<file path="config.mk">
export PLATFORM = sky130hd
export DESIGN_NAME = postfix_stack_evaluator_flat
export DESIGN_NICKNAME = d
export VERILOG_FILES = /design/src/sv/pse_pkg.sv /design/src/sv/pse_if.sv /design/src/sv/pse_ram.sv /design/src/sv/pse_div.sv /design/src/sv/pse_dp.sv /design/src/sv/pse_ctrl.sv /design/src/sv/postfix_stack_evaluator.sv /design/src/flat_wrapper.sv
export SDC_FILE = /design/constraint.sdc
export NUM_CORES = 2
export LEC_CHECK = 0
export ABC_CLOCK_PERIOD_IN_PS = 9900
export BUFFER_PORTS_ARGS = -buffer_cell sky130_fd_sc_hd__clkbuf_2
export CAP_MARGIN = 20
export CORE_AREA = 2 2 372 374
export CTS_BUF_LIST = sky130_fd_sc_hd__clkbuf_8
export DETAILED_ROUTE_END_ITERATION = 10
export DIE_AREA = 0 0 374 376
export PLACE_DENSITY = 0.63
export REMOVE_ABC_BUFFERS = 1
export SLEW_MARGIN = 0
export SYNTH_ARGS = -nofsm -noshare
export SYNTH_HDL_FRONTEND = slang
export SYNTH_SLANG_ARGS = --single-unit
</file>
<file path="constraint.sdc">
create_clock -name clk -period 9.9 [get_ports clk]
set_input_delay 1.485 -clock clk [delete_from_list [all_inputs] [get_ports clk]]
set_output_delay 1.485 -clock clk [all_outputs]
set_load 0.02 [all_outputs]
</file>
<file path="src/sv/pse_pkg.sv">
`timescale 1ns / 1ps

package pse_pkg;

  // stack geometry
  localparam int STACK_DEPTH = 16;
  localparam int ADDR_W      = $clog2(STACK_DEPTH);
  localparam int CNT_W       = $clog2(STACK_DEPTH + 1);

  // field widths
  localparam int DATA_W = 32;
  localparam int OPND_W = 31;
  localparam int FUNC_W = 3;
  localparam int STAT_W = 3;

  // token kinds
  localparam logic [FUNC_W-1:0] FN_OPND = 3'd0;
  localparam logic [FUNC_W-1:0] FN_ADD  = 3'd1;
  localparam logic [FUNC_W-1:0] FN_SUB  = 3'd2;
  localparam logic [FUNC_W-1:0] FN_MUL  = 3'd3;
  localparam logic [FUNC_W-1:0] FN_DIV  = 3'd4;
  localparam logic [FUNC_W-1:0] FN_REM  = 3'd5;

  typedef enum logic [STAT_W-1:0] {
    ST_OK   = 3'd0,
    ST_FEW  = 3'd1,
    ST_LEFT = 3'd2,
    ST_DIVZ = 3'd3,
    ST_OVF  = 3'd4
  } status_t;

  // controller to datapath
  typedef struct packed {
    logic              tok_load;
    logic              we;
    logic              wr_opnd;
    logic [ADDR_W-1:0] waddr;
    logic [ADDR_W-1:0] raddr;
    logic              cap_rhs;
    logic              cap_lhs;
    logic              alu_load;
    logic              div_start;
    logic              out_load;
    status_t           out_status;
    logic [FUNC_W-1:0] op;
  } dp_cmd_t;

  // datapath to controller
  typedef struct packed {
    logic rhs_zero;
    logic div_done;
    logic out_free;
  } dp_stat_t;

endpackage

</file>
<file path="src/sv/pse_if.sv">
`timescale 1ns / 1ps

interface pse_in_if;
  logic                      valid;
  logic                      ready;
  logic [pse_pkg::FUNC_W-1:0] func;
  logic [pse_pkg::OPND_W-1:0] operand_value;
  logic                      last_token;

  modport source (output valid, output func, output operand_value, output last_token,
                  input ready);
  modport sink   (input valid, input func, input operand_value, input last_token,
                  output ready);
endinterface

interface pse_out_if;
  logic                              valid;
  logic                              ready;
  logic signed [pse_pkg::DATA_W-1:0] result_value;
  logic [pse_pkg::STAT_W-1:0]        status;

  modport source (output valid, output result_value, output status, input ready);
  modport sink   (input valid, input result_value, input status, output ready);
endinterface

</file>
<file path="src/sv/pse_ram.sv">
`timescale 1ns / 1ps

module pse_ram #(
  parameter  int WIDTH = 32,
  parameter  int DEPTH = 16,
  localparam int AW    = $clog2(DEPTH)
) (
  input  logic             clk,
  input  logic             we,
  input  logic [AW-1:0]    waddr,
  input  logic [WIDTH-1:0] wdata,
  input  logic [AW-1:0]    raddr,
  output logic [WIDTH-1:0] rdata
);

  logic [WIDTH-1:0] mem_r [DEPTH];
  logic [WIDTH-1:0] rdata_r;

  always_ff @(posedge clk) begin
    if (we) begin
      mem_r[waddr] <= wdata;
    end
    rdata_r <= mem_r[raddr];
  end

  assign rdata = rdata_r;

endmodule

</file>
<file path="src/sv/pse_div.sv">
`timescale 1ns / 1ps

module pse_div (
  input  logic                       clk,
  input  logic                       rst_n,
  input  logic                       start,
  input  logic [pse_pkg::DATA_W-1:0] dividend,
  input  logic [pse_pkg::DATA_W-1:0] divisor,
  output logic                       done,
  output logic [pse_pkg::DATA_W-1:0] quotient,
  output logic [pse_pkg::DATA_W-1:0] remainder
);

  localparam int DW     = pse_pkg::DATA_W;
  localparam int STEP_W = $clog2(DW);

  logic              busy_r, busy_nxt;
  logic              done_r, done_nxt;
  logic [STEP_W-1:0] step_r, step_nxt;
  logic [DW-1:0]     rem_r, rem_nxt;
  logic [DW-1:0]     quo_r, quo_nxt;
  logic [DW-1:0]     dvs_r, dvs_nxt;
  logic [DW:0]       shifted;
  logic [DW:0]       diff;
  logic              take;

  // restoring division, one quotient bit per cycle
  always_comb begin
    shifted  = {rem_r, quo_r[DW-1]};
    diff     = shifted - {1'b0, dvs_r};
    take     = ~diff[DW];
    busy_nxt = busy_r;
    done_nxt = 1'b0;
    step_nxt = step_r;
    rem_nxt  = rem_r;
    quo_nxt  = quo_r;
    dvs_nxt  = dvs_r;
    if (start) begin
      busy_nxt = 1'b1;
      step_nxt = '0;
      rem_nxt  = '0;
      quo_nxt  = dividend;
      dvs_nxt  = divisor;
    end else if (busy_r) begin
      rem_nxt  = take ? diff[DW-1:0] : shifted[DW-1:0];
      quo_nxt  = {quo_r[DW-2:0], take};
      step_nxt = step_r + STEP_W'(1);
      if (step_r == STEP_W'(DW - 1)) begin
        busy_nxt = 1'b0;
        done_nxt = 1'b1;
      end
    end
  end

  always_ff @(posedge clk) begin
    if (!rst_n) begin
      busy_r <= 1'b0;
      done_r <= 1'b0;
    end else begin
      busy_r <= busy_nxt;
      done_r <= done_nxt;
    end
  end

  always_ff @(posedge clk) begin
    step_r <= step_nxt;
    rem_r  <= rem_nxt;
    quo_r  <= quo_nxt;
    dvs_r  <= dvs_nxt;
  end

  assign done      = done_r;
  assign quotient  = quo_r;
  assign remainder = rem_r;

endmodule

</file>
<file path="src/sv/pse_dp.sv">
`timescale 1ns / 1ps

module pse_dp (
  input  logic                              clk,
  input  logic                              rst_n,
  input  pse_pkg::dp_cmd_t                  cmd,
  input  logic [pse_pkg::OPND_W-1:0]        operand_value,
  output pse_pkg::dp_stat_t                 stat,
  output logic                              out_valid,
  input  logic                              out_ready,
  output logic signed [pse_pkg::DATA_W-1:0] result_value,
  output logic [pse_pkg::STAT_W-1:0]        status
);

  localparam int DW = pse_pkg::DATA_W;

  logic [pse_pkg::OPND_W-1:0] opnd_r;
  logic [DW-1:0]              rhs_r, lhs_r, res_r;
  logic [DW-1:0]              res_nxt;
  logic                       out_valid_r, out_valid_nxt;
  logic [DW-1:0]              out_result_r;
  logic [pse_pkg::STAT_W-1:0] out_status_r;

  logic [DW-1:0] wdata, rdata;
  logic [DW-1:0] mag_l, mag_r, quo, rem, alu;
  logic          lneg, rneg, div_done, out_free;

  pse_ram #(
    .WIDTH(DW),
    .DEPTH(pse_pkg::STACK_DEPTH)
  ) u_stack (
    .clk  (clk),
    .we   (cmd.we),
    .waddr(cmd.waddr),
    .wdata(wdata),
    .raddr(cmd.raddr),
    .rdata(rdata)
  );

  assign wdata = cmd.wr_opnd ? {1'b0, opnd_r} : res_r;

  // signed divide done on magnitudes, signs fixed afterwards
  assign lneg  = lhs_r[DW-1];
  assign rneg  = rhs_r[DW-1];
  assign mag_l = lneg ? (~lhs_r + DW'(1)) : lhs_r;
  assign mag_r = rneg ? (~rhs_r + DW'(1)) : rhs_r;

  pse_div u_div (
    .clk      (clk),
    .rst_n    (rst_n),
    .start    (cmd.div_start),
    .dividend (mag_l),
    .divisor  (mag_r),
    .done     (div_done),
    .quotient (quo),
    .remainder(rem)
  );

  always_comb begin
    case (cmd.op)
      pse_pkg::FN_ADD: alu = lhs_r + rhs_r;
      pse_pkg::FN_SUB: alu = lhs_r - rhs_r;
      pse_pkg::FN_MUL: alu = lhs_r * rhs_r;
      default:         alu = '0;
    endcase
    res_nxt = res_r;
    if (cmd.alu_load) begin
      res_nxt = alu;
    end else if (div_done) begin
      if (cmd.op == pse_pkg::FN_REM) begin
        res_nxt = lneg ? (~rem + DW'(1)) : rem;
      end else begin
        res_nxt = (lneg ^ rneg) ? (~quo + DW'(1)) : quo;
      end
    end
  end

  assign out_free = ~out_valid_r | out_ready;

  always_comb begin
    out_valid_nxt = out_valid_r;
    if (cmd.out_load) begin
      out_valid_nxt = 1'b1;
    end else if (out_ready) begin
      out_valid_nxt = 1'b0;
    end
  end

  always_ff @(posedge clk) begin
    if (!rst_n) begin
      out_valid_r <= 1'b0;
    end else begin
      out_valid_r <= out_valid_nxt;
    end
  end

  always_ff @(posedge clk) begin
    if (cmd.tok_load) begin
      opnd_r <= operand_value;
    end
    if (cmd.cap_rhs) begin
      rhs_r <= rdata;
    end
    if (cmd.cap_lhs) begin
      lhs_r <= rdata;
    end
    res_r <= res_nxt;
    if (cmd.out_load) begin
      out_result_r <= (cmd.out_status == pse_pkg::ST_OK) ? rdata : '0;
      out_status_r <= cmd.out_status;
    end
  end

  assign stat.rhs_zero = (rhs_r == '0);
  assign stat.div_done = div_done;
  assign stat.out_free = out_free;

  assign out_valid    = out_valid_r;
  assign result_value = out_result_r;
  assign status       = out_status_r;

endmodule

</file>
<file path="src/sv/pse_ctrl.sv">
`timescale 1ns / 1ps

module pse_ctrl (
  input  logic                       clk,
  input  logic                       rst_n,
  input  logic                       in_valid,
  output logic                       in_ready,
  input  logic [pse_pkg::FUNC_W-1:0] in_func,
  input  logic                       in_last,
  input  pse_pkg::dp_stat_t          stat,
  output pse_pkg::dp_cmd_t           cmd
);

  localparam int CW = pse_pkg::CNT_W;
  localparam int AW = pse_pkg::ADDR_W;

  typedef enum logic [3:0] {
    S_IDLE, S_PUSH, S_RD_RHS, S_RD_LHS, S_CAP, S_EXEC, S_DIV, S_WRITE, S_END,
    S_FIN_RD, S_FIN_OUT
  } state_t;

  state_t                     state_r, state_nxt;
  logic [CW-1:0]              cnt_r, cnt_nxt;
  pse_pkg::status_t           err_r, err_nxt;
  logic [pse_pkg::FUNC_W-1:0] func_r, func_nxt;
  logic                       last_r, last_nxt;
  logic [CW-1:0]              top1, top2;
  pse_pkg::status_t           fin_status;

  assign top1 = cnt_r - CW'(1);
  assign top2 = cnt_r - CW'(2);

  always_comb begin
    if (err_r != pse_pkg::ST_OK) begin
      fin_status = err_r;
    end else if (cnt_r == '0) begin
      fin_status = pse_pkg::ST_FEW;
    end else if (cnt_r != CW'(1)) begin
      fin_status = pse_pkg::ST_LEFT;
    end else begin
      fin_status = pse_pkg::ST_OK;
    end
  end

  always_comb begin
    state_nxt = state_r;
    cnt_nxt   = cnt_r;
    err_nxt   = err_r;
    func_nxt  = func_r;
    last_nxt  = last_r;
    cmd       = '0;
    cmd.op    = func_r;
    in_ready  = (state_r == S_IDLE);
    unique case (state_r)
      S_IDLE: begin
        if (in_valid) begin
          cmd.tok_load = 1'b1;
          func_nxt     = in_func;
          last_nxt     = in_last;
          state_nxt    = S_END;
          if (err_r == pse_pkg::ST_OK) begin
            case (in_func) inside
              pse_pkg::FN_OPND: begin
                if (cnt_r == CW'(pse_pkg::STACK_DEPTH)) begin
                  err_nxt = pse_pkg::ST_OVF;
                end else begin
                  state_nxt = S_PUSH;
                end
              end
              pse_pkg::FN_ADD, pse_pkg::FN_SUB, pse_pkg::FN_MUL,
              pse_pkg::FN_DIV, pse_pkg::FN_REM: begin
                if (cnt_r < CW'(2)) begin
                  err_nxt = pse_pkg::ST_FEW;
                end else begin
                  state_nxt = S_RD_RHS;
                end
              end
              default: ;
            endcase
          end
        end
      end
      S_PUSH: begin
        cmd.we      = 1'b1;
        cmd.wr_opnd = 1'b1;
        cmd.waddr   = cnt_r[AW-1:0];
        cnt_nxt     = cnt_r + CW'(1);
        state_nxt   = S_END;
      end
      S_RD_RHS: begin
        cmd.raddr = top1[AW-1:0];
        state_nxt = S_RD_LHS;
      end
      S_RD_LHS: begin
        cmd.cap_rhs = 1'b1;
        cmd.raddr   = top2[AW-1:0];
        state_nxt   = S_CAP;
      end
      S_CAP: begin
        cmd.cap_lhs = 1'b1;
        state_nxt   = S_EXEC;
      end
      S_EXEC: begin
        if (func_r == pse_pkg::FN_DIV || func_r == pse_pkg::FN_REM) begin
          if (stat.rhs_zero) begin
            err_nxt   = pse_pkg::ST_DIVZ;
            state_nxt = S_END;
          end else begin
            cmd.div_start = 1'b1;
            state_nxt     = S_DIV;
          end
        end else begin
          cmd.alu_load = 1'b1;
          state_nxt    = S_WRITE;
        end
      end
      S_DIV: begin
        if (stat.div_done) begin
          state_nxt = S_WRITE;
        end
      end
      S_WRITE: begin
        cmd.we    = 1'b1;
        cmd.waddr = top2[AW-1:0];
        cnt_nxt   = top1;
        state_nxt = S_END;
      end
      S_END: begin
        state_nxt = last_r ? S_FIN_RD : S_IDLE;
      end
      S_FIN_RD: begin
        state_nxt = S_FIN_OUT;
      end
      S_FIN_OUT: begin
        cmd.out_status = fin_status;
        if (stat.out_free) begin
          cmd.out_load = 1'b1;
          cnt_nxt      = '0;
          err_nxt      = pse_pkg::ST_OK;
          state_nxt    = S_IDLE;
        end
      end
    endcase
  end

  always_ff @(posedge clk) begin
    if (!rst_n) begin
      state_r <= S_IDLE;
      cnt_r   <= '0;
      err_r   <= pse_pkg::ST_OK;
      func_r  <= pse_pkg::FN_OPND;
      last_r  <= 1'b0;
    end else begin
      state_r <= state_nxt;
      cnt_r   <= cnt_nxt;
      err_r   <= err_nxt;
      func_r  <= func_nxt;
      last_r  <= last_nxt;
    end
  end

endmodule

</file>
<file path="src/sv/postfix_stack_evaluator.sv">
`timescale 1ns / 1ps

// Postfix (reverse Polish) integer evaluator, one token per input transaction. An operand
// pushes its value onto a 16-entry stack of signed 32-bit values; an operator pops the right
// then the left operand and pushes the wrapped sum, difference, product, truncated quotient
// or remainder. Only a token flagged last_token yields an output transaction: the single
// remaining value with status ok, or 0 with too few operands, values left over, divide by
// zero or stack overflow; the first error is kept and the stack empties afterwards. Tokens
// are taken one at a time: an operand is pushed; add, subtract, multiply, divide and
// remainder read both operands, compute (the latter two in a bit-serial divider giving one
// quotient bit a cycle) and write back; a last token then reads the stack bottom. The stack
// lives in a single-port-read RAM, so the two operands are fetched on successive cycles.
// A finished result sits in an output register; tokens keep flowing while it waits, and only
// a second last token stalls until the first result is taken.

module postfix_stack_evaluator (
  input logic       clk,
  input logic       rst_n,
  pse_in_if.sink    in_tok,
  pse_out_if.source out_res
);

  pse_pkg::dp_cmd_t  cmd;
  pse_pkg::dp_stat_t stat;

  // controller: token sequencing, stack count, sticky error
  pse_ctrl u_ctrl (
    .clk     (clk),
    .rst_n   (rst_n),
    .in_valid(in_tok.valid),
    .in_ready(in_tok.ready),
    .in_func (in_tok.func),
    .in_last (in_tok.last_token),
    .stat    (stat),
    .cmd     (cmd)
  );

  // datapath: stack ram, operand registers, alu, divider, output register
  pse_dp u_dp (
    .clk          (clk),
    .rst_n        (rst_n),
    .cmd          (cmd),
    .operand_value(in_tok.operand_value),
    .stat         (stat),
    .out_valid    (out_res.valid),
    .out_ready    (out_res.ready),
    .result_value (out_res.result_value),
    .status       (out_res.status)
  );

endmodule

</file>
<file path="src/flat_wrapper.sv">
// flat-port wrapper written by rule: the top's interface ports become plain ports
module postfix_stack_evaluator_flat 
  (clk, rst_n, in_tok_valid, in_tok_func, in_tok_operand_value, in_tok_last_token, in_tok_ready, out_res_valid, out_res_result_value, out_res_status, out_res_ready);
  pse_in_if in_tok_i ();
  pse_out_if out_res_i ();
  input logic clk;
  input logic rst_n;
  input wire logic [$bits(in_tok_i.valid)-1:0] in_tok_valid;
  input wire logic [$bits(in_tok_i.func)-1:0] in_tok_func;
  input wire logic [$bits(in_tok_i.operand_value)-1:0] in_tok_operand_value;
  input wire logic [$bits(in_tok_i.last_token)-1:0] in_tok_last_token;
  output wire logic [$bits(in_tok_i.ready)-1:0] in_tok_ready;
  output wire logic [$bits(out_res_i.valid)-1:0] out_res_valid;
  output wire logic [$bits(out_res_i.result_value)-1:0] out_res_result_value;
  output wire logic [$bits(out_res_i.status)-1:0] out_res_status;
  input wire logic [$bits(out_res_i.ready)-1:0] out_res_ready;
  assign in_tok_i.valid = in_tok_valid;
  assign in_tok_i.func = in_tok_func;
  assign in_tok_i.operand_value = in_tok_operand_value;
  assign in_tok_i.last_token = in_tok_last_token;
  assign in_tok_ready = in_tok_i.ready;
  assign out_res_valid = out_res_i.valid;
  assign out_res_result_value = out_res_i.result_value;
  assign out_res_status = out_res_i.status;
  assign out_res_i.ready = out_res_ready;
  postfix_stack_evaluator u_core (.clk(clk), .rst_n(rst_n), .in_tok(in_tok_i), .out_res(out_res_i));
endmodule
</file>
Word-level counts from Yosys, hierarchy flattened
Memories as Yosys holds them, arrays and structs flattened. A register that Yosys moved wholly into a read port is not among the register bits.
Index checks and enable logic that the tools add are counted.
{"block": "totals", "reg_bits": 282, "ram_bits": 512, "input_bits": 39, "output_inout_bits": 37, "word_cells": 156, "memories": 1}
{"block": "op_classes", "add_sub_neg": 11, "n_mul": 1, "magnitude_cmp": 1, "n_eq_ne": 32, "mux": 61, "bitwise_logic": 10, "reduce_logical": 20}
{"name": "u_core.u_dp.u_stack.mem_r", "depth": 16, "word_bits": 32, "rd": 1, "rd_clocked_by_memory_dff": 1, "write_ports": 1, "line": "pse_ram.sv:16", "text": "logic [WIDTH-1:0] mem_r [DEPTH];"}
{"cell": "32-bit two-way mux", "count": 10}
{"cell": "32-bit by 1-bit adder with 32-bit output (second input constant)", "count": 4}
{"cell": "32-bit NOT", "count": 4}
{"cell": "32-bit one-hot mux with 3 select lines", "count": 1}
{"cell": "4-bit two-way mux", "count": 12}
{"cell": "4-bit one-hot mux with 10 select lines", "count": 1}
{"cell": "3-bit two-way mux", "count": 11}
{"cell": "33-bit by 32-bit subtractor with 33-bit output", "count": 1}
{"cell": "32-bit adder", "count": 1}
{"cell": "32-bit zero test", "count": 1}
{"cell": "32-bit by 32-bit multiplier with 32-bit output", "count": 1}
{"cell": "32-bit subtractor", "count": 1}
{"cell": "31-bit two-way mux", "count": 1}
{"cell": "1-bit two-way mux", "count": 18}
{"cell": "4-bit by 3-bit == test with 1-bit output (second input constant)", "count": 4}
{"cell": "4-bit one-hot mux with 2 select lines", "count": 2}
{"cell": "5-bit one-hot mux with 3 select lines", "count": 1}
{"cell": "3-bit by 2-bit == test with 1-bit output (second input constant)", "count": 4}
{"cell": "3-bit == test (second input constant)", "count": 4}
{"cell": "4-bit == test (second input constant)", "count": 3}
{"cell": "5-bit by 1-bit adder with 5-bit output (second input constant)", "count": 2}
{"cell": "5-bit == test (second input constant)", "count": 2}
{"cell": "3-bit zero test", "count": 3}
{"cell": "3-bit one-hot mux with 3 select lines", "count": 1}
{"cell": "other kinds (27)", "count": 43}

Depth between registers and ports, before layout
{"block": "depth", "ltp_word": 7, "depth_mapped": 28, "ltp_nobuf": 26}

Hierarchy
From an unflattened synthesis, not the netlist that was laid out.
{"block": "unflattened", "hier_cells": 4426, "area_unflattened_um2": 53951.7}
{"module": "pse_dp", "n_inst": 1, "cells_each": 2831, "area_each_um2": 26686.8, "seq_area_each_um2": 4884.7}
{"module": "pse_ram", "n_inst": 1, "cells_each": 838, "area_each_um2": 19854.0, "seq_area_each_um2": 16015.4}
{"module": "pse_div", "n_inst": 1, "cells_each": 557, "area_each_um2": 5843.1, "seq_area_each_um2": 2702.6}
{"module": "pse_ctrl", "n_inst": 1, "cells_each": 200, "area_each_um2": 1567.8, "seq_area_each_um2": 320.3}

Least setup slack after synthesis
OpenSTA, ideal clock, no wires.
{"block": "synth_timing", "kind": "register to register", "start": "reg u_core.u_dp.rhs_r[6]", "end": "reg u_core.u_dp.res_r[31] (data pin)", "t_arrival_ns": 7.042, "setup_slack_ns": 2.577, "stages_incl_launch_ff": 25, "path_buffers": 2, "path_cell_list": "edfxtp_1 clkbuf_1 clkbuf_1 and2_1 fa_1 fa_1 fa_1 inv_1 fa_1 inv_1 fa_1 fa_1 fa_1 fa_1 ha_1 and3_1 a221o_1 a31oi_1 o21ai_0 a21oi_1 o21ai_0 a31oi_1 xnor2_1 a221oi_1 a311oi_2"}
{"block": "synth_via", "elab_chain_len": 3, "word_cells_on_any_way": 5}
{"item": "start: declaration", "line": "pse_dp.sv:18", "text": "logic [DW-1:0] rhs_r, lhs_r, res_r;"}
{"item": "start signal: assignment", "line": "pse_dp.sv:102", "text": "rhs_r <= rdata;"}
{"item": "32-bit by 32-bit multiplier with 32-bit output, or another cell as far along", "line": "pse_dp.sv:63", "text": "pse_pkg::FN_MUL: alu = lhs_r * rhs_r;"}
{"item": "32-bit one-hot mux with 3 select lines (*)", "line": "pse_dp.sv:60", "text": "case (cmd.op)"}
{"item": "32-bit two-way mux (*)", "line": "pse_dp.sv:67", "text": "if (cmd.alu_load) begin"}
{"item": "named net u_core.u_dp.res_nxt[31]", "line": "pse_dp.sv:19", "text": "logic [DW-1:0] res_nxt;"}
{"item": "end signal: assignment", "line": "pse_dp.sv:107", "text": "res_r <= res_nxt;"}
{"item": "end: declaration", "line": "pse_dp.sv:18"}
The timed path passes the listed nets; every way through them passes the cells marked *.
A chain may end at the register's enable or synchronous reset.

Worst setup path after layout
{"block": "layout_timing", "start": "reg u_core.u_dp.lhs_r[7]", "end": "reg u_core.u_dp.res_r[30] (data pin)"}
{"block": "layout_via", "elab_chain_len": 3, "word_cells_on_any_way": 5}
{"item": "start: declaration", "line": "pse_dp.sv:18"}
{"item": "start signal: assignment", "line": "pse_dp.sv:105", "text": "lhs_r <= rdata;"}
{"item": "32-bit by 32-bit multiplier with 32-bit output, or another cell as far along", "line": "pse_dp.sv:63"}
{"item": "32-bit one-hot mux with 3 select lines (*)", "line": "pse_dp.sv:60"}
{"item": "32-bit two-way mux (*)", "line": "pse_dp.sv:67"}
{"item": "named net u_core.u_dp.res_nxt[30]", "line": "pse_dp.sv:19"}
Marked as above.

==> report_table.html <==
<table>
<tr><th>Metric</th><th>Value</th></tr>
<tr><th colspan="2">Outcome</th></tr>
<tr><td>Outcome</td><td>finished clean</td></tr>
<tr><th colspan="2">Final layout</th></tr>
<tr><td>Ratio of cells with drive above 1 in the final layout</td><td>under 10%</td></tr>
<tr><td>Final Cell Area</td><td>0.0593 mm^2</td></tr>
<tr><td>Non-filler cells, final</td><td>roughly 7000</td></tr>
<tr><td>Total number of nets in the final design</td><td>5712</td></tr>
<tr><td>Layout overhead on the synthesized area</td><td>9.04%</td></tr>
<tr><th colspan="2">Route</th></tr>
<tr><td>DR vias</td><td>slightly below 40000</td></tr>
<tr><td>Post-route DRC</td><td>0</td></tr>
<tr><td>Initial DRC Count</td><td>3743</td></tr>
<tr><td>Vias per inst</td><td>about 5.6</td></tr>
<tr><td>Total detailed-routing wirelength</td><td>roughly 160000 um</td></tr>
<tr><td>Number of iterations in the first detailed-routing pass</td><td>6</td></tr>
<tr><td>Residual antenna-violating net count after detailed routing</td><td>0</td></tr>
<tr><td>Per-cell routed wire length</td><td>23.1 um</td></tr>
<tr><th colspan="2">Clock tree</th></tr>
<tr><td>CTS tree</td><td>done</td></tr>
<tr><td>Number of buffers added by the clock tree synthesis step</td><td>between 100 and 150</td></tr>
<tr><td>H-Tree Level Count</td><td>4</td></tr>
<tr><td>Post-CTS resize count</td><td>0</td></tr>
<tr><td>Post-CTS setup repair buffer count</td><td>0</td></tr>
<tr><td># clock sinks</td><td>826</td></tr>
<tr><td>Count of hold-fix buffers inserted at cts</td><td>0</td></tr>
<tr><td>Source-to-sink clock delay at the later pin of the worst-skew pair</td><td>between 800 and 900 ps</td></tr>
<tr><td>Maximum root-to-sink buffer count</td><td>3</td></tr>
<tr><td>CTS root buffer</td><td>clkbuf_8</td></tr>
<tr><td>Clk slew on worst S/H paths</td><td>roughly 70 ps</td></tr>
<tr><th colspan="2">Placed design</th></tr>
<tr><td>Final weighted congestion in routability-driven placement</td><td>0.954</td></tr>
<tr><td>Port Buffer Count</td><td>75</td></tr>
<tr><td>Placed instance area</td><td>approximately 0.057 mm^2</td></tr>
<tr><td># placed instances</td><td>6718</td></tr>
<tr><td>HPWL Detailed</td><td>around 110000 um</td></tr>
<tr><th colspan="2">Critical path</th></tr>
<tr><td>Total buffers and inverters traversed by the critical path</td><td>5</td></tr>
<tr><td>Data arrival time of the critical path</td><td>slightly above 9000 ps</td></tr>
<tr><td>Gate family responsible for the most delay along the worst path</td><td>adder cells</td></tr>
<tr><td>Critical path data required time</td><td>10460 ps</td></tr>
<tr><td>CP peak stage delay</td><td>between 1000 and 1500 ps</td></tr>
<tr><td>Critical path capture point type</td><td>register</td></tr>
<tr><td>Critical Path Most Common Cell</td><td>fa_1</td></tr>
<tr><td>Slowest-stage cell, CP</td><td>edfxtp_1</td></tr>
<tr><td>Type of the worst setup path</td><td>reg -&gt; reg</td></tr>
<tr><td>Maximum fanout count along the critical path</td><td>21</td></tr>
<tr><td>Startpoint types</td><td>register</td></tr>
<tr><th colspan="2">Global route</th></tr>
<tr><td>Number of antenna violations at the first check in global routing</td><td>13</td></tr>
<tr><td>Number of global-route vias before repair</td><td>around 38000</td></tr>
<tr><td>Total Routing Usage GR</td><td>22.8%</td></tr>
<tr><td>Global-route wire length before repair</td><td>between 200000 and 250000 um</td></tr>
<tr><td>Largest net degree at the start of global routing</td><td>between 200 and 250</td></tr>
<tr><td>Total grt overflow</td><td>0</td></tr>
<tr><th colspan="2">STA</th></tr>
<tr><td>Number of setup violations in the final report</td><td>0</td></tr>
<tr><td>Final critical-path share of the clock period</td><td>roughly 87%</td></tr>
<tr><td>Number of failing hold endpoints at the final stage</td><td>0</td></tr>
<tr><td>Maximum achievable frequency</td><td>around 120 MHz</td></tr>
<tr><td>Unrepaired setup endpoints after global routing</td><td>no</td></tr>
<tr><td>Worst Max-Slew Pin Slew</td><td>between 1000 and 1500 ps</td></tr>
<tr><td>Fin Setup TNS</td><td>0 ps</td></tr>
<tr><td>Worst clock skew</td><td>between 70 and 80 ps</td></tr>
<tr><td>Number of pins exceeding their max-slew limit in the final report</td><td>0</td></tr>
<tr><td>Rel. slew slack</td><td>21.5%</td></tr>
<tr><td>Final Critical Period</td><td>roughly 8600 ps</td></tr>
<tr><th colspan="2">Floorplanning</th></tr>
<tr><td>Vertical die dimension</td><td>between 300 and 400 um</td></tr>
<tr><td>Floorplan die width</td><td>374 um</td></tr>
<tr><td>Placeable core area</td><td>0.137 mm^2</td></tr>
<tr><td>Area enclosed by the die boundary</td><td>~0.14 mm^2</td></tr>
<tr><td>Starting density of the core</td><td>about two fifths</td></tr>
<tr><td>Number of standard-cell rows in the floorplan</td><td>around 140</td></tr>
<tr><td>IO Count</td><td>76</td></tr>
<tr><th colspan="2">Power and ir drop</th></tr>
<tr><td>Maximum vdd ir drop</td><td>about 0.0006 V</td></tr>
<tr><td>Cell leakage power</td><td>23.3 nW</td></tr>
<tr><td>Share of total power in the clock network</td><td>15.7%</td></tr>
<tr><td>Fraction of power spent switching nets</td><td>46.7%</td></tr>
<tr><td>Internal power component</td><td>roughly 0.01 W</td></tr>
<tr><td>Relative contribution of combinational cells to total power</td><td>59.2%</td></tr>
<tr><td>Relative contribution of sequential cells to total power</td><td>between 20 and 30%</td></tr>
<tr><td>Power per cell area</td><td>307 mW/mm^2</td></tr>
<tr><td>Switching power</td><td>0.00852 W</td></tr>
<tr><th colspan="2">Logic synthesis</th></tr>
<tr><td>Number of synthesized flops with an enable pin</td><td>about 740</td></tr>
<tr><td>Most used flip-flop cell after synthesis</td><td>edfxtp_1</td></tr>
<tr><td>Netlist area before placement</td><td>about 0.054 mm^2</td></tr>
<tr><td>Average cell area after synthesis</td><td>~11 um^2</td></tr>
<tr><td>Number of cells produced by synthesis</td><td>between 5000 and 6000</td></tr>
<tr><td>Register bit total from synthesis</td><td>between 800 and 900</td></tr>
<tr><td>Fraction of registers with async set or reset after synthesis</td><td>0%</td></tr>
<tr><td>Sequential fraction of the synthesis area</td><td>between 40% and 50%</td></tr>
<tr><td>Number of unique standard cell types used by synthesis</td><td>75</td></tr>
<tr><td>Yosys Warn Count</td><td>0</td></tr>
<tr><th colspan="2">Run</th></tr>
<tr><td># Max-Cap Violations</td><td>0</td></tr>
<tr><th colspan="2">Hold path</th></tr>
<tr><td>Hold crit path type</td><td>reg -&gt; reg</td></tr>
</table>
## per-layer routing
metal / vias to the layer above / GRT usage (%) / wire length [um] / part of all wire (%)
li1: 17400 / - / - / -
met1: 19400 / 30.9 / 67700 / 42
met2: 1578 / 36.1 / 73800 / 46
met3: 283 / 4.63 / 13900 / 8.6
met4: 4 / 8.16 / 5500 / 3.4
met5: - / 0 / 28 / 0.017
## registers in the layout, summed over array words and instances (netlist names)
name                         flops
u_core.u_dp.u_div.done           1
u_core.u_ctrl.func_r             3
u_core.u_dp.out_valid            1
u_core.u_dp.rhs_r               32
u_core.u_dp.res_r               32
u_core.u_ctrl.state_r            4
u_core.u_dp.status               3
u_core.u_dp.u_div.quotient      32
u_core.u_dp.result_value        32
u_core.u_dp.u_stack.mem_r      512
u_core.u_ctrl.last_r             1
u_core.u_dp.u_div.remainder     32
u_core.u_dp.u_stack.rdata       32
u_core.u_dp.lhs_r               32
u_core.u_dp.opnd_r              31
u_core.u_dp.u_div.busy_r         1
u_core.u_ctrl.cnt_r              5
u_core.u_dp.u_div.dvs_r         32
u_core.u_ctrl.err_r              3
u_core.u_dp.u_div.step_r         5
## final timing paths
check | start | end | slack (ps) | depth (start not counted)
max | u_core.u_dp.lhs_r[7]$_DFFE_PP_ | u_core.u_dp.res_r[30]$_DFFE_PP_ | 1300 | 25
max reg2reg | u_core.u_dp.lhs_r[7]$_DFFE_PP_ | u_core.u_dp.res_r[30]$_DFFE_PP_ | 1300 | 25
min | u_core.u_dp.u_stack.rdata[0]$_DFF_P_ | u_core.u_dp.rhs_r[0]$_DFFE_PN_ | 500 | 0
min reg2reg | u_core.u_dp.u_stack.rdata[0]$_DFF_P_ | u_core.u_dp.rhs_r[0]$_DFFE_PN_ | 500 | 0
## cells by family (layout without fill, tap and decap cells)
kind of cell / count (synthesis) / in the layout / synth area share, %
xor+xnor: 288 / 288 / 4.64
mux: 26 / 26 / 0.485
other cells: 0 / 3 / 0
simple gates: 1626 / 1626 / 14.6
buf+inv: 768 / 867 / 5.32
fa+ha+maj: 609 / 609 / 19.7
compound gates: 934 / 934 / 11.3
flops: 826 / 826 / 44.0
## synthesized netlist by cell type (6+ instances only)
master    number  area [um^2]
inv_1        445         1670
o21bai_1       8         60.1
a221oi_1      22          193
dfxtp_1       88         1760
a22oi_1        8         60.1
nand2b_1      34          213
xor2_1       121         1060
o22ai_1       10         62.6
a211oi_1     172         1290
ha_1         199         2490
o211ai_1      15          113
and3_1        15         93.8
nand3_1       45          225
o21ai_0      166          831
clkbuf_1     297         1110
a31oi_1       77          482
a311oi_1      69          604
nor2b_1       18          113
a21o_1        34          255
and2_1       460         2880
nor3_1        33          165
or4_1         25          188
xnor2_1      167         1460
or2_2          7         43.8
nor2_1       136          510
a21boi_0      14          105
nand2_1      746         2800
mux2i_1       23          230
o21a_1        21          158
nand4_1       14         87.6
fa_1         410         8210
and2_0        16          100
or3_1         41          257
o41ai_1       12          105
nor4_1        15         93.8
edfxtp_1     738        22200
a211o_1        6         52.6
a21oi_1      227         1140
buf_1         20         75.1
o31ai_1       34          255
## final cells by class
| class | instances | area, um^2 |
|---|---|---|
| Antenna cell | 3 | 7.51 |
| Clock buffer | 143 | 1970 |
| Clock inverter | 109 | 571 |
| Fill cell | 12900 | 77300 |
| Inverter | 445 | 1670 |
| Multi-Input combinational cell | 3483 | 27800 |
| Sequential cell | 826 | 23900 |
| Tap cell | 1794 | 2240 |
| Timing Repair Buffer | 170 | 1160 |
## cells in the final DEF (no fill, tap or decap), types with 29 or more instances in the layout
cell      instances
a211oi_1        172
a21o_1           34
a21oi_1         227
a311oi_1         69
a31oi_1          77
and2_1          459
buf_4            90
clkbuf_2         75
clkbuf_8        143
dfxtp_1          87
edfxtp_1        738
fa_1            410
ha_1            199
inv_1           504
nand2_1         743
nand2b_1         33
nand3_1          44
nor2_1          118
nor3_1           29
o21ai_0         166
o31ai_1          34
or3_1            41
xnor2_1         167
xor2_1          121
## through the flow
step	util, %	power, W	setup WS [ps]	hold WS, ps
floorplan	-	0.0118	176	417
global placement	41.5	0.0152	1430	482
detailed placement	41.6	0.0152	1380	495
CTS	43.4	0.0182	1310	499
global route	43.4	0.0193	806	503
finish	43.4	0.0182	1300	498
## power by group through the flow
stage / Sequential (W) / Combinational (W) / Clock [W]
after floorplan: 0.00445 / 0.00730 / 0
after global placement: 0.00463 / 0.0106 / 0
after detailed placement: 0.00463 / 0.0106 / 0
after CTS: 0.00456 / 0.0107 / 0.00292
after global routing: 0.00458 / 0.0116 / 0.00307
final: 0.00457 / 0.0108 / 0.00286
Power figures use the tool's default switching activity.
